===== config.mk =====
export PLATFORM = sky130hd
export DESIGN_NAME = day_count_to_packed_timestamp_core
export DESIGN_NICKNAME = d
export VERILOG_FILES = /design/src/design/dctpt_pkg.sv /design/src/design/dctpt_datapath.sv /design/src/design/day_count_to_packed_timestamp_core.sv
export SDC_FILE = /design/constraint.sdc
export NUM_CORES = 1
export LEC_CHECK = 0
export ABC_AREA = 1
export BUFFER_PORTS_ARGS = -buffer_cell sky130_fd_sc_hd__buf_2
export CAP_MARGIN = 20
export CORE_AREA = 2 2 120 122
export CTS_CLUSTER_DIAMETER = 60
export DETAILED_ROUTE_END_ITERATION = 8
export DIE_AREA = 0 0 122 124
export GPL_ROUTABILITY_DRIVEN = 0
export PLACE_DENSITY = 0.86
export SLEW_MARGIN = 40
export SYNTH_ARGS = -nofsm -noshare
export SYNTH_HDL_FRONTEND = slang
export SYNTH_SLANG_ARGS = --single-unit

===== constraint.sdc =====
create_clock -name aclk -period 14.9 [get_ports aclk]
set_clock_uncertainty 0.1 [all_clocks]
set_input_delay 0 -clock aclk [delete_from_list [all_inputs] [get_ports aclk]]
set_output_delay 0 -clock aclk [all_outputs]
set_load 0.005 [all_outputs]

===== src/design/dctpt_pkg.sv =====
`default_nettype none

package dctpt_pkg;

    localparam int DAY_W    = 16;
    localparam int MS_W     = 27;
    localparam int DATE_W   = 17;   // day_count + 1 reaches 65536
    localparam int YOFF_W   = 8;    // years past the base, up to about 180
    localparam int STAMP_W  = 32;
    localparam int PC_W     = 5;

    localparam int BASE_YEAR = 1980;
    localparam int MAX_YEAR  = 2043;
    localparam logic [5:0] YEAR_SAT = 6'(MAX_YEAR - BASE_YEAR);

    localparam logic [MS_W-1:0] HOUR_MS   = MS_W'(3600 * 1000);
    localparam logic [MS_W-1:0] MINUTE_MS = MS_W'(60 * 1000);
    localparam logic [MS_W-1:0] SECOND_MS = MS_W'(1000);
    localparam logic [MS_W-1:0] QUAD_DAYS = MS_W'(366 + 365 + 365 + 365);

    typedef enum logic [1:0] {
        ST_IDLE,
        ST_RUN,
        ST_DONE
    } state_t;

    typedef enum logic [0:0] {
        SRC_TIME,
        SRC_DATE
    } src_t;

    typedef enum logic [2:0] {
        K_HOUR,
        K_MINUTE,
        K_SECOND,
        K_QUAD,
        K_YEAR,
        K_MONTH
    } ksel_t;

    typedef enum logic [2:0] {
        D_HOUR,
        D_MINUTE,
        D_SECOND,
        D_YEAR,
        D_MONTH
    } dst_t;

    // One control word: subtract (constant << shift; K_QUAD unshifted) from src when it fits,
    // and bump dst by (1 << shift). rpt holds the step while it keeps hitting.
    typedef struct packed {
        src_t        src;
        ksel_t       ksel;
        logic [2:0]  shift;
        dst_t        dst;
        logic        strict;
        logic        rpt;
        logic        last;
    } uop_t;

    function automatic uop_t ucode_word(input logic [PC_W-1:0] pc);
        uop_t w;
        w = '{SRC_TIME, K_HOUR, 3'd0, D_HOUR, 1'b0, 1'b0, 1'b0};
        case (pc) inside
            [5'd0:5'd5]: begin
                w.shift = 3'(5'd5 - pc);
            end
            [5'd6:5'd11]: begin
                w.ksel  = K_MINUTE;
                w.dst   = D_MINUTE;
                w.shift = 3'(5'd11 - pc);
            end
            [5'd12:5'd17]: begin
                w.ksel  = K_SECOND;
                w.dst   = D_SECOND;
                w.shift = 3'(5'd17 - pc);
            end
            5'd18: begin
                w = '{SRC_DATE, K_QUAD, 3'd2, D_YEAR, 1'b1, 1'b1, 1'b0};
            end
            5'd19: begin
                w = '{SRC_DATE, K_YEAR, 3'd0, D_YEAR, 1'b1, 1'b1, 1'b0};
            end
            default: begin
                w = '{SRC_DATE, K_MONTH, 3'd0, D_MONTH, 1'b1, 1'b1, 1'b1};
            end
        endcase
        return w;
    endfunction

    function automatic logic [8:0] year_days(input logic [1:0] yr_low);
        return (yr_low == 2'd0) ? 9'd366 : 9'd365;
    endfunction

    function automatic logic [4:0] month_days(input logic leap, input logic [3:0] month);
        logic [4:0] d;
        case (month)
            4'd2:    d = leap ? 5'd29 : 5'd28;
            4'd4:    d = 5'd30;
            4'd6:    d = 5'd30;
            4'd9:    d = 5'd30;
            4'd11:   d = 5'd30;
            default: d = 5'd31;
        endcase
        return d;
    endfunction

endpackage

`default_nettype wire


===== src/design/dctpt_datapath.sv =====
`default_nettype none

module dctpt_datapath import dctpt_pkg::*; (
    input  wire logic               aclk,
    input  wire logic               load,
    input  wire logic [DAY_W-1:0]   day_count,
    input  wire logic [MS_W-1:0]    ms_of_day,
    input  wire logic               step_en,
    input  wire uop_t               uop,
    output logic                    hit,
    output logic [STAMP_W-1:0]      packed_stamp
);

    logic [MS_W-1:0]   time_reg,   time_next;
    logic [DATE_W-1:0] date_reg,   date_next;
    logic [5:0]        hour_reg,   hour_next;
    logic [5:0]        minute_reg, minute_next;
    logic [5:0]        second_reg, second_next;
    logic [YOFF_W-1:0] yoff_reg,   yoff_next;
    logic [3:0]        month_reg,  month_next;

    logic [MS_W-1:0]   base;
    logic [MS_W-1:0]   kval;
    logic [MS_W-1:0]   opnd;
    logic [MS_W:0]     diff;
    logic              ge;
    logic              gt;
    logic              month_cap;
    logic [YOFF_W-1:0] inc;

    logic [5:0]        year_f;
    logic [4:0]        day_f;
    logic [4:0]        hour_f;
    logic [5:0]        minute_f;
    logic [5:0]        second_f;

    always_comb begin
        case (uop.ksel)
            K_HOUR:   base = HOUR_MS;
            K_MINUTE: base = MINUTE_MS;
            K_SECOND: base = SECOND_MS;
            K_QUAD:   base = QUAD_DAYS;
            K_YEAR:   base = MS_W'(year_days(yoff_reg[1:0]));
            K_MONTH:  base = MS_W'(month_days(yoff_reg[1:0] == 2'd0, month_reg));
            default:  base = QUAD_DAYS;
        endcase
        // a four-year block takes its days once; only the year count moves by four
        kval = (uop.ksel == K_QUAD) ? base : (base << uop.shift);
        opnd = (uop.src == SRC_DATE) ? MS_W'(date_reg) : time_reg;
        diff = {1'b0, opnd} - {1'b0, kval};
        ge   = !diff[MS_W];
        gt   = ge && (diff[MS_W-1:0] != '0);
        // months stop at December whatever is left
        month_cap = (uop.dst == D_MONTH) && (month_reg == 4'd12);
        hit  = (uop.strict ? gt : ge) && !month_cap;
        inc  = YOFF_W'(1) << uop.shift;
    end

    always_comb begin
        time_next   = time_reg;
        date_next   = date_reg;
        hour_next   = hour_reg;
        minute_next = minute_reg;
        second_next = second_reg;
        yoff_next   = yoff_reg;
        month_next  = month_reg;
        if (load) begin
            time_next   = ms_of_day;
            date_next   = DATE_W'(day_count) + DATE_W'(1);
            hour_next   = '0;
            minute_next = '0;
            second_next = '0;
            yoff_next   = '0;
            month_next  = 4'd1;
        end else if (step_en && hit) begin
            if (uop.src == SRC_DATE) begin
                date_next = diff[DATE_W-1:0];
            end else begin
                time_next = diff[MS_W-1:0];
            end
            case (uop.dst)
                D_HOUR:   hour_next   = hour_reg   + inc[5:0];
                D_MINUTE: minute_next = minute_reg + inc[5:0];
                D_SECOND: second_next = second_reg + inc[5:0];
                D_YEAR:   yoff_next   = yoff_reg   + inc;
                D_MONTH:  month_next  = month_reg  + 4'd1;
                default:  month_next  = month_reg;
            endcase
        end
    end

    always_ff @(posedge aclk) begin
        time_reg   <= time_next;
        date_reg   <= date_next;
        hour_reg   <= hour_next;
        minute_reg <= minute_next;
        second_reg <= second_next;
        yoff_reg   <= yoff_next;
        month_reg  <= month_next;
    end

    always_comb begin
        year_f   = (yoff_reg > YOFF_W'(YEAR_SAT)) ? YEAR_SAT : yoff_reg[5:0];
        day_f    = (date_reg > DATE_W'(31)) ? 5'd31 : date_reg[4:0];
        hour_f   = (hour_reg > 6'd23) ? 5'd23 : hour_reg[4:0];
        minute_f = (minute_reg > 6'd59) ? 6'd59 : minute_reg;
        second_f = (second_reg > 6'd59) ? 6'd59 : second_reg;
        packed_stamp = {year_f, month_reg, day_f, hour_f, minute_f, second_f};
    end

endmodule

`default_nettype wire


===== src/design/day_count_to_packed_timestamp_core.sv =====
// Date/time stamp packer.
// Input stream: one item carries a day count since 1 Jan 1980 (0 = that day)
// and the milliseconds since midnight. Result stream: one item per input, a
// 32-bit stamp {year-1980, month, day, hour, minute, second}, each field
// saturated (year 2043, hour 23).
// Work runs from a 21-word microcode table driving a single 27-bit
// compare/subtract unit: 18 steps split the time into hour, minute and
// second by restoring division against 3600000, 60000 and 1000 ms, then
// the date walks four-year blocks (up to 44), years inside the block (up
// to 3) and months (up to 11), at most 57 hits in all, each walk ending
// on one pass that misses. An item runs through the idle accept, the 18
// time steps, the date passes and a done step, so its time in work is set
// by how many passes the subtract unit makes. One item is in work at a
// time; s_tready is high only while the sequencer is idle.
// The result sits in an output register, so the next item is taken while
// the previous result waits; a stalled receiver holds the finished item in
// its done state until the output register frees.
// Reset (aresetn low, synchronous) returns the sequencer to idle and drops
// m_tvalid.
`default_nettype none

module day_count_to_packed_timestamp_core import dctpt_pkg::*; (
    input  wire logic        aclk,
    input  wire logic        aresetn,
    input  wire logic        s_tvalid,
    output logic             s_tready,
    input  wire logic [47:0] s_tdata,   // [15:0] day_count, [42:16] ms_of_day, rest zero
    output logic             m_tvalid,
    input  wire logic        m_tready,
    output logic [31:0]      m_tdata    // [31:0] packed_stamp
);

    state_t            state_reg, state_next;
    logic [PC_W-1:0]   pc_reg,    pc_next;
    logic              m_tvalid_reg, m_tvalid_next;
    logic [STAMP_W-1:0] m_tdata_reg, m_tdata_next;

    uop_t              uop;
    logic              hit;
    logic              load;
    logic              step_en;
    logic              out_load;
    logic [STAMP_W-1:0] stamp;

    assign uop  = ucode_word(pc_reg);
    assign load = s_tvalid && s_tready;

    dctpt_datapath u_datapath (
        .aclk         (aclk),
        .load         (load),
        .day_count    (s_tdata[DAY_W-1:0]),
        .ms_of_day    (s_tdata[DAY_W+MS_W-1:DAY_W]),
        .step_en      (step_en),
        .uop          (uop),
        .hit          (hit),
        .packed_stamp (stamp)
    );

    always_comb begin
        state_next = state_reg;
        pc_next    = pc_reg;
        s_tready   = 1'b0;
        step_en    = 1'b0;
        out_load   = 1'b0;
        case (state_reg)
            ST_IDLE: begin
                s_tready = 1'b1;
                if (s_tvalid) begin
                    state_next = ST_RUN;
                    pc_next    = '0;
                end
            end
            ST_RUN: begin
                step_en = 1'b1;
                // a repeating step holds the counter while it still subtracts
                if (!(hit && uop.rpt)) begin
                    if (uop.last) begin
                        state_next = ST_DONE;
                    end else begin
                        pc_next = pc_reg + PC_W'(1);
                    end
                end
            end
            ST_DONE: begin
                if (!m_tvalid_reg || m_tready) begin
                    out_load   = 1'b1;
                    state_next = ST_IDLE;
                end
            end
            default: begin
                state_next = ST_IDLE;
            end
        endcase
    end

    always_comb begin
        m_tvalid_next = m_tvalid_reg;
        m_tdata_next  = m_tdata_reg;
        if (out_load) begin
            m_tvalid_next = 1'b1;
            m_tdata_next  = stamp;
        end else if (m_tready) begin
            m_tvalid_next = 1'b0;
        end
    end

    always_ff @(posedge aclk) begin
        if (!aresetn) begin
            state_reg    <= ST_IDLE;
            pc_reg       <= '0;
            m_tvalid_reg <= 1'b0;
        end else begin
            state_reg    <= state_next;
            pc_reg       <= pc_next;
            m_tvalid_reg <= m_tvalid_next;
        end
        m_tdata_reg <= m_tdata_next;
    end

    assign m_tvalid = m_tvalid_reg;
    assign m_tdata  = m_tdata_reg;

endmodule

`default_nettype wire


* Yosys cells after proc, flatten, opt, wreduce, memory -nomap -nowiden *
Index checks and enable logic that the tools add are counted.

storage, ports and cells
  flip-flop bits (word level) = 114
  memories kept = 0
  latch bits = 0
  bits in read-only memories = 0
  input bits = 52
  output and inout bits = 34
  word-level logic and storage cells = 147
  RAM bits = 0

operators by class
  equality and inequality tests = 25
  muxes and demuxes = 50
  reduce and logical (&&, ||, !) cells = 32
  divide/modulo/power cells = 0
  bitwise logic cells = 0
  $add $sub $neg = 11
  $mul = 0
  order comparisons = 11
  shift-type cells = 2

operator list
  operator                                              count
  2-to-1 mux 27 bit                                     5
  case mux 22 bit (5 select lines)                      1
  2-to-1 mux 17 bit                                     3
  2-to-1 mux 3 bit                                      16
  subtractor 27 x 27 -> 28 bit                          1
  nonzero test 27 bit                                   1
  left shift 22 x 3 -> 27 bit                           1
  case mux 5 bit (2 select lines)                       2
  adder 6 bit                                           3
  adder 16 x 1 -> 17 bit (second input constant)        1
  > comparator 17 x 5 -> 1 bit (second input constant)  1
  2-to-1 mux 5 bit                                      3
  AND reduction 2 bit                                   7
  2-to-1 mux 1 bit                                      13
  equality test 3 x 2 -> 1 bit (second input constant)  4
  equality test 4 bit (second input constant)           3
  > comparator 6 bit (second input constant)            2
  2-to-1 mux 2 bit                                      6
  equality test 5 bit (second input constant)           2
  inequality test 2 bit (second input constant)         5
  equality test 3 bit (second input constant)           3
  logical AND 1 bit                                     9
  adder 8 bit                                           1
  equality test 4 x 3 -> 1 bit (second input constant)  2
  27 further kinds                                      36

* Logic depth before layout (Yosys ltp) *
  word-level depth = 18
  mapped depth = 38
  gate-level depth less buffers = 38

* By module *
A second synthesis with hierarchy kept.

second synthesis, totals
  cell total of the unflattened synthesis = 1410
  area total of the unflattened synthesis = 9446.6 µm²

modules (own cells, without submodules)
  module                              cells an instance  sequential area each (µm²)  area each (µm²)  times used
  dctpt_datapath                      1240               1921.8                      7607.3           1
  day_count_to_packed_timestamp_core  170                1121.1                      1839.3           1

* Worst setup path before layout *
OpenSTA, ideal clock, no wires.

  path type = register to register
  start point = reg pc_reg[2]
  end point = reg u_datapath.time_reg[0] (enable)
  arrival time = 5401 ps
  data required time = 14351 ps
  setup slack = 8951 ps
  library setup time = 449 ps
  clock period less this slack = 5949 ps
  cell stages (with the launch flop) = 27
  path buffers = 2
  path through = dfxtp_1 inv_2 ha_1 nand3_1 nand3_1 o21ai_1 nand2_2 o21ai_1 inv_1 nand2_1 nand2_1 buf_2 buf_2 o21ai_0 mux2i_1 ha_1 nand2_2 inv_2 a21oi_2 nand3_2 nand2_1 nand2_1 xor2_1 nor2_2 nand4_4 nand2_8 o21ai_0

on the way
  cells in the longest elaborated chain, start to end = 18
  elaborated cells on any way between the ends = 57
  those cells by class = add/sub: 4; order compare: 6; eq/ne: 9; shift: 1; mux: 24; reduce/logical: 13

ends and longest elaborated chain
  item                                                                   line                                       text
  from (decl)                                                            day_count_to_packed_timestamp_core.sv:34   logic [PC_W-1:0] pc_reg, pc_next;
  from (signal assigned)                                                 day_count_to_packed_timestamp_core.sv:114  pc_reg <= pc_next;
  branches (longest 17 deep; another with subtractor 27 x 27 -> 28 bit)  n/a
  AND reduction 2 bit (no line) (*)                                      n/a
  to (signal assigned)                                                   dctpt_datapath.sv:93                       time_reg <= time_next;
  to (decl)                                                              dctpt_datapath.sv:14                       logic [MS_W-1:0] time_reg, time_next;

Mark *: on every way between the ends.
A chain may end at the register's enable or synchronous reset.

* Worst setup path after layout *
  start point = reg pc_reg[1]
  end point = reg u_datapath.time_reg[11] (enable)

Same word-level chain as after synthesis.

==> reports/metrics.cfg <==
[outcome]
outcome = complete, no violations

[timing]
slew_headroom_pct = 46.1
tns_ps = 0
tightest_slew_ps = 808
finalMaxSlewViolations = 0
fmax_mhz = 156
rsz0062_at_grt = no
period_minus_slack_ps = 6420
finalSetupViolCount = 0
min_period_over_period_pct = 43.1
hold_viol = 0

[cells_and_area]
nets = 1508
syn2layout_area_growth_pct = 18.5
largest_reg_flops = 32
multi_input_area_mm2 = 0.00505
final_util_pct = 76.8
drive_gt1_share_pct = 13.3
nFillCells = 990
fin_area_mm2 = 0.0105
layout.cells.non_filler = 1583
n_antenna_cell = 0
seq_area_mm2 = 0.00304

[logic_synthesis]
postSynthAreaPerCell_um2 = 7.03
synth_cells = 1265
synthDistinctLibCells = 49
yosys.area_share.adder_pct = 9.70
yosysWarnings = 0
synth-compound-area-share_pct = 11.2
syn_area_mm2 = 0.00890
seq_area_frac_synth_pct = 34.2
synthXorXnorAreaFrac_pct = 2.46
synth_simple_gate_area_share_pct = 32.9
synth_top_family_by_area = simple AND/OR/NAND/NOR gates
ys_async_sr_fraction_pct = 0
ys_ff_latch = 114
synth_flop_cell = edfxtp_1
synth_edf_count = 76
syn-num-nets = 1383
muxShareOfSynthArea_pct = 0.225

[worst_setup_path]
cp_data_required_time_ps = 14900
crit_fanout = 20
crit_path_end_kind = register
start_kind = register
path_cells = inv_1, ha_1, nand3_1, nand2_1, inv_2, o211ai_1, nand2_1, inv_2, nor2_1, inv_1, nor3_1, a31oi_1, ha_1, nand2_1, nor3_1, nand3_1, nand4_1, nand2_1, nand2_1, nor2_2, nand4_4, nand2_8, o21ai_2, buf_4
cpPeakStageDelay_ps = 510
cp_slowest_cell = dfxtp_1
r2r-start = pc_reg[1]
critPathKind = register to register
r2r-end = u_datapath.time_reg[11]
crit_top_cell = nand2_1
ff2ff_path_depth = 24
worstPathArrival_ps = 6420
rrSetupSlack_ps = 8480

[floorplanning]
rows = 43
initial_core_util_pct = 64.8
die_area_mm2 = 0.0151
core_mm2 = 0.0137
io_pins = 86
die_h_um = 124
dieWidth_um = 122

[clock_network]
insertion_delay_ps = 430
cts_buffers = 17
clock_path_buffers = 2
cts_resized = 0
htree_num_levels = 4
clock-root-buffer = clkbuf_16
clock_sinks = 114
clk_pin_slew_ps = 60
tritoncts = yes

[pwr]
power_leakage_nw = 5.17
peakVddDrop_mv = 0.137
powerDensity_mw_per_mm2 = 119

[place]
place_area_mm2 = 0.00943
place.port_buffers = 80
dp_hpwl_um = 16000
dp.cells = 1497

[global_routing]
grt_pass1_vias = 8408
grt-ovfl-total = 0
grt_max_degree = 61
grtUsageTotal_pct = 33.0
grt_first_pass_wirelength_um = 39000
antenna_found_initial = 0

[detailed_routing]
first_pass_iters = 8
num_vias = 8771
vias_per_cell = 5.54
first_iter_violations = 831
final_antenna_net_count = 0
wl_per_cell_um = 15.2
wirelength_um = 24000
drc_errors = 0

[worst_hold_path]
hp-class = primary input to register
hp-start = s_tdata[29]
hold-path-endpoint = u_datapath.time_reg[13]
hold_depth = 4

[job]
drv_cap = 0

-- routing by layer --
layer / up-vias / part of all wire (%) / global-route usage (%)
li1: 4362 / - / -
met1: 3952 / 40 / 38.6
met2: 388 / 50 / 57.8
met3: 69 / 6.9 / 6.27
met4: 0 / 3.5 / 16.8
met5: - / 0 / 0
-- worst max-delay path: cells and delay by family, from the launching register on --
family / cells / cell delay [ps]
flip-flops: 1 / 510
adder cells (fa/ha/maj): 2 / 640
AND/OR/NAND/NOR: 14 / 2720
AO/OA/AOI/OAI: 3 / 730
buffers and inverters: 5 / 1350
-- Yosys cell counts, types with 5 or more instances --
cell	n	area, um2
nor2_2	14	87.6
edfxtp_1	76	2280
fa_1	5	100
inv_2	12	45.0
nor2_4	6	67.6
xor2_1	17	149
nand3_1	67	335
nor2_1	94	353
a31oi_1	6	37.5
nand2_2	11	68.8
o21ai_0	80	400
nor3_1	10	50.1
nand2_1	410	1540
xnor2_1	8	70.1
nand4_1	19	119
clkbuf_1	23	86.3
ha_1	61	763
and2_1	5	31.3
a21oi_1	61	305
o21ai_1	6	30.0
dfxtp_1	38	761
inv_1	170	638
nand3b_1	11	82.6
-- cells by family after synthesis --
kind of cell	count (synthesis)
buf+inv	214
fa+ha+maj	66
mux	2
compound gates	180
simple gates	664
xor+xnor	25
flops	114
-- cells in the final DEF (no fill, tap or decap), types with 14 or more instances in the layout --
master	netlist	routed
nand4_1	19	19
a21oi_1	61	61
xor2_1	17	17
nand2_1	410	409
dlygate4sd3_1	0	54
nor2_1	94	94
o21ai_0	80	79
inv_1	170	170
edfxtp_1	76	76
clkbuf_16	0	17
dfxtp_1	38	38
ha_1	61	61
buf_2	4	80
nor2_2	14	14
nand3_1	67	67
-- per-stage QoR --
stage	hold WS, ps	setup WS (ps)	power [mW]
after floorplan	-2.37	8950	0.734
after global placement	154	8850	0.820
after detailed placement	169	8710	0.831
after CTS	268	8660	1.24
after global routing	302	8060	1.33
final	286	8480	1.26
-- timing repair --
| item | 4_1_cts | 5_1_grt |
|---|---|---|
| hold endpoints to repair | 52 | 0 |
| hold buffers | 54 | 0 |
| buffers inserted | 0 | 0 |
-- power by group --
part           internal [mW]  switching [mW]  total [mW]
sequential             0.384          0.0135       0.397
clock                  0.234           0.163       0.397
combinational          0.156           0.305       0.462
-- worst max-delay path by stage --
stage               from                       to  slack (ps)  cells past startpoint
2_1_floorplan  pc_reg[2]   u_datapath.time_reg[0]        8950                     26
3_5_place_dp   pc_reg[1]   u_datapath.time_reg[1]        8710                     24
5_1_grt        pc_reg[1]  u_datapath.time_reg[11]        8060                     24
4_1_cts        pc_reg[1]   u_datapath.time_reg[7]        8660                     24
6_report       pc_reg[1]  u_datapath.time_reg[11]        8480                     24
3_3_place_gp   pc_reg[1]  u_datapath.time_reg[11]        8850                     24
-- area by class of cell --
class | count | area share, %
clock buffer | 17 | 4.04
multi-input combinational | 937 | 47.9
timing repair buffer | 137 | 9.14
tap | 180 | 2.14
clock inverter | 15 | 1.40
inverter | 183 | 6.52
sequential | 114 | 28.9
Power figures use the tool's default switching activity.
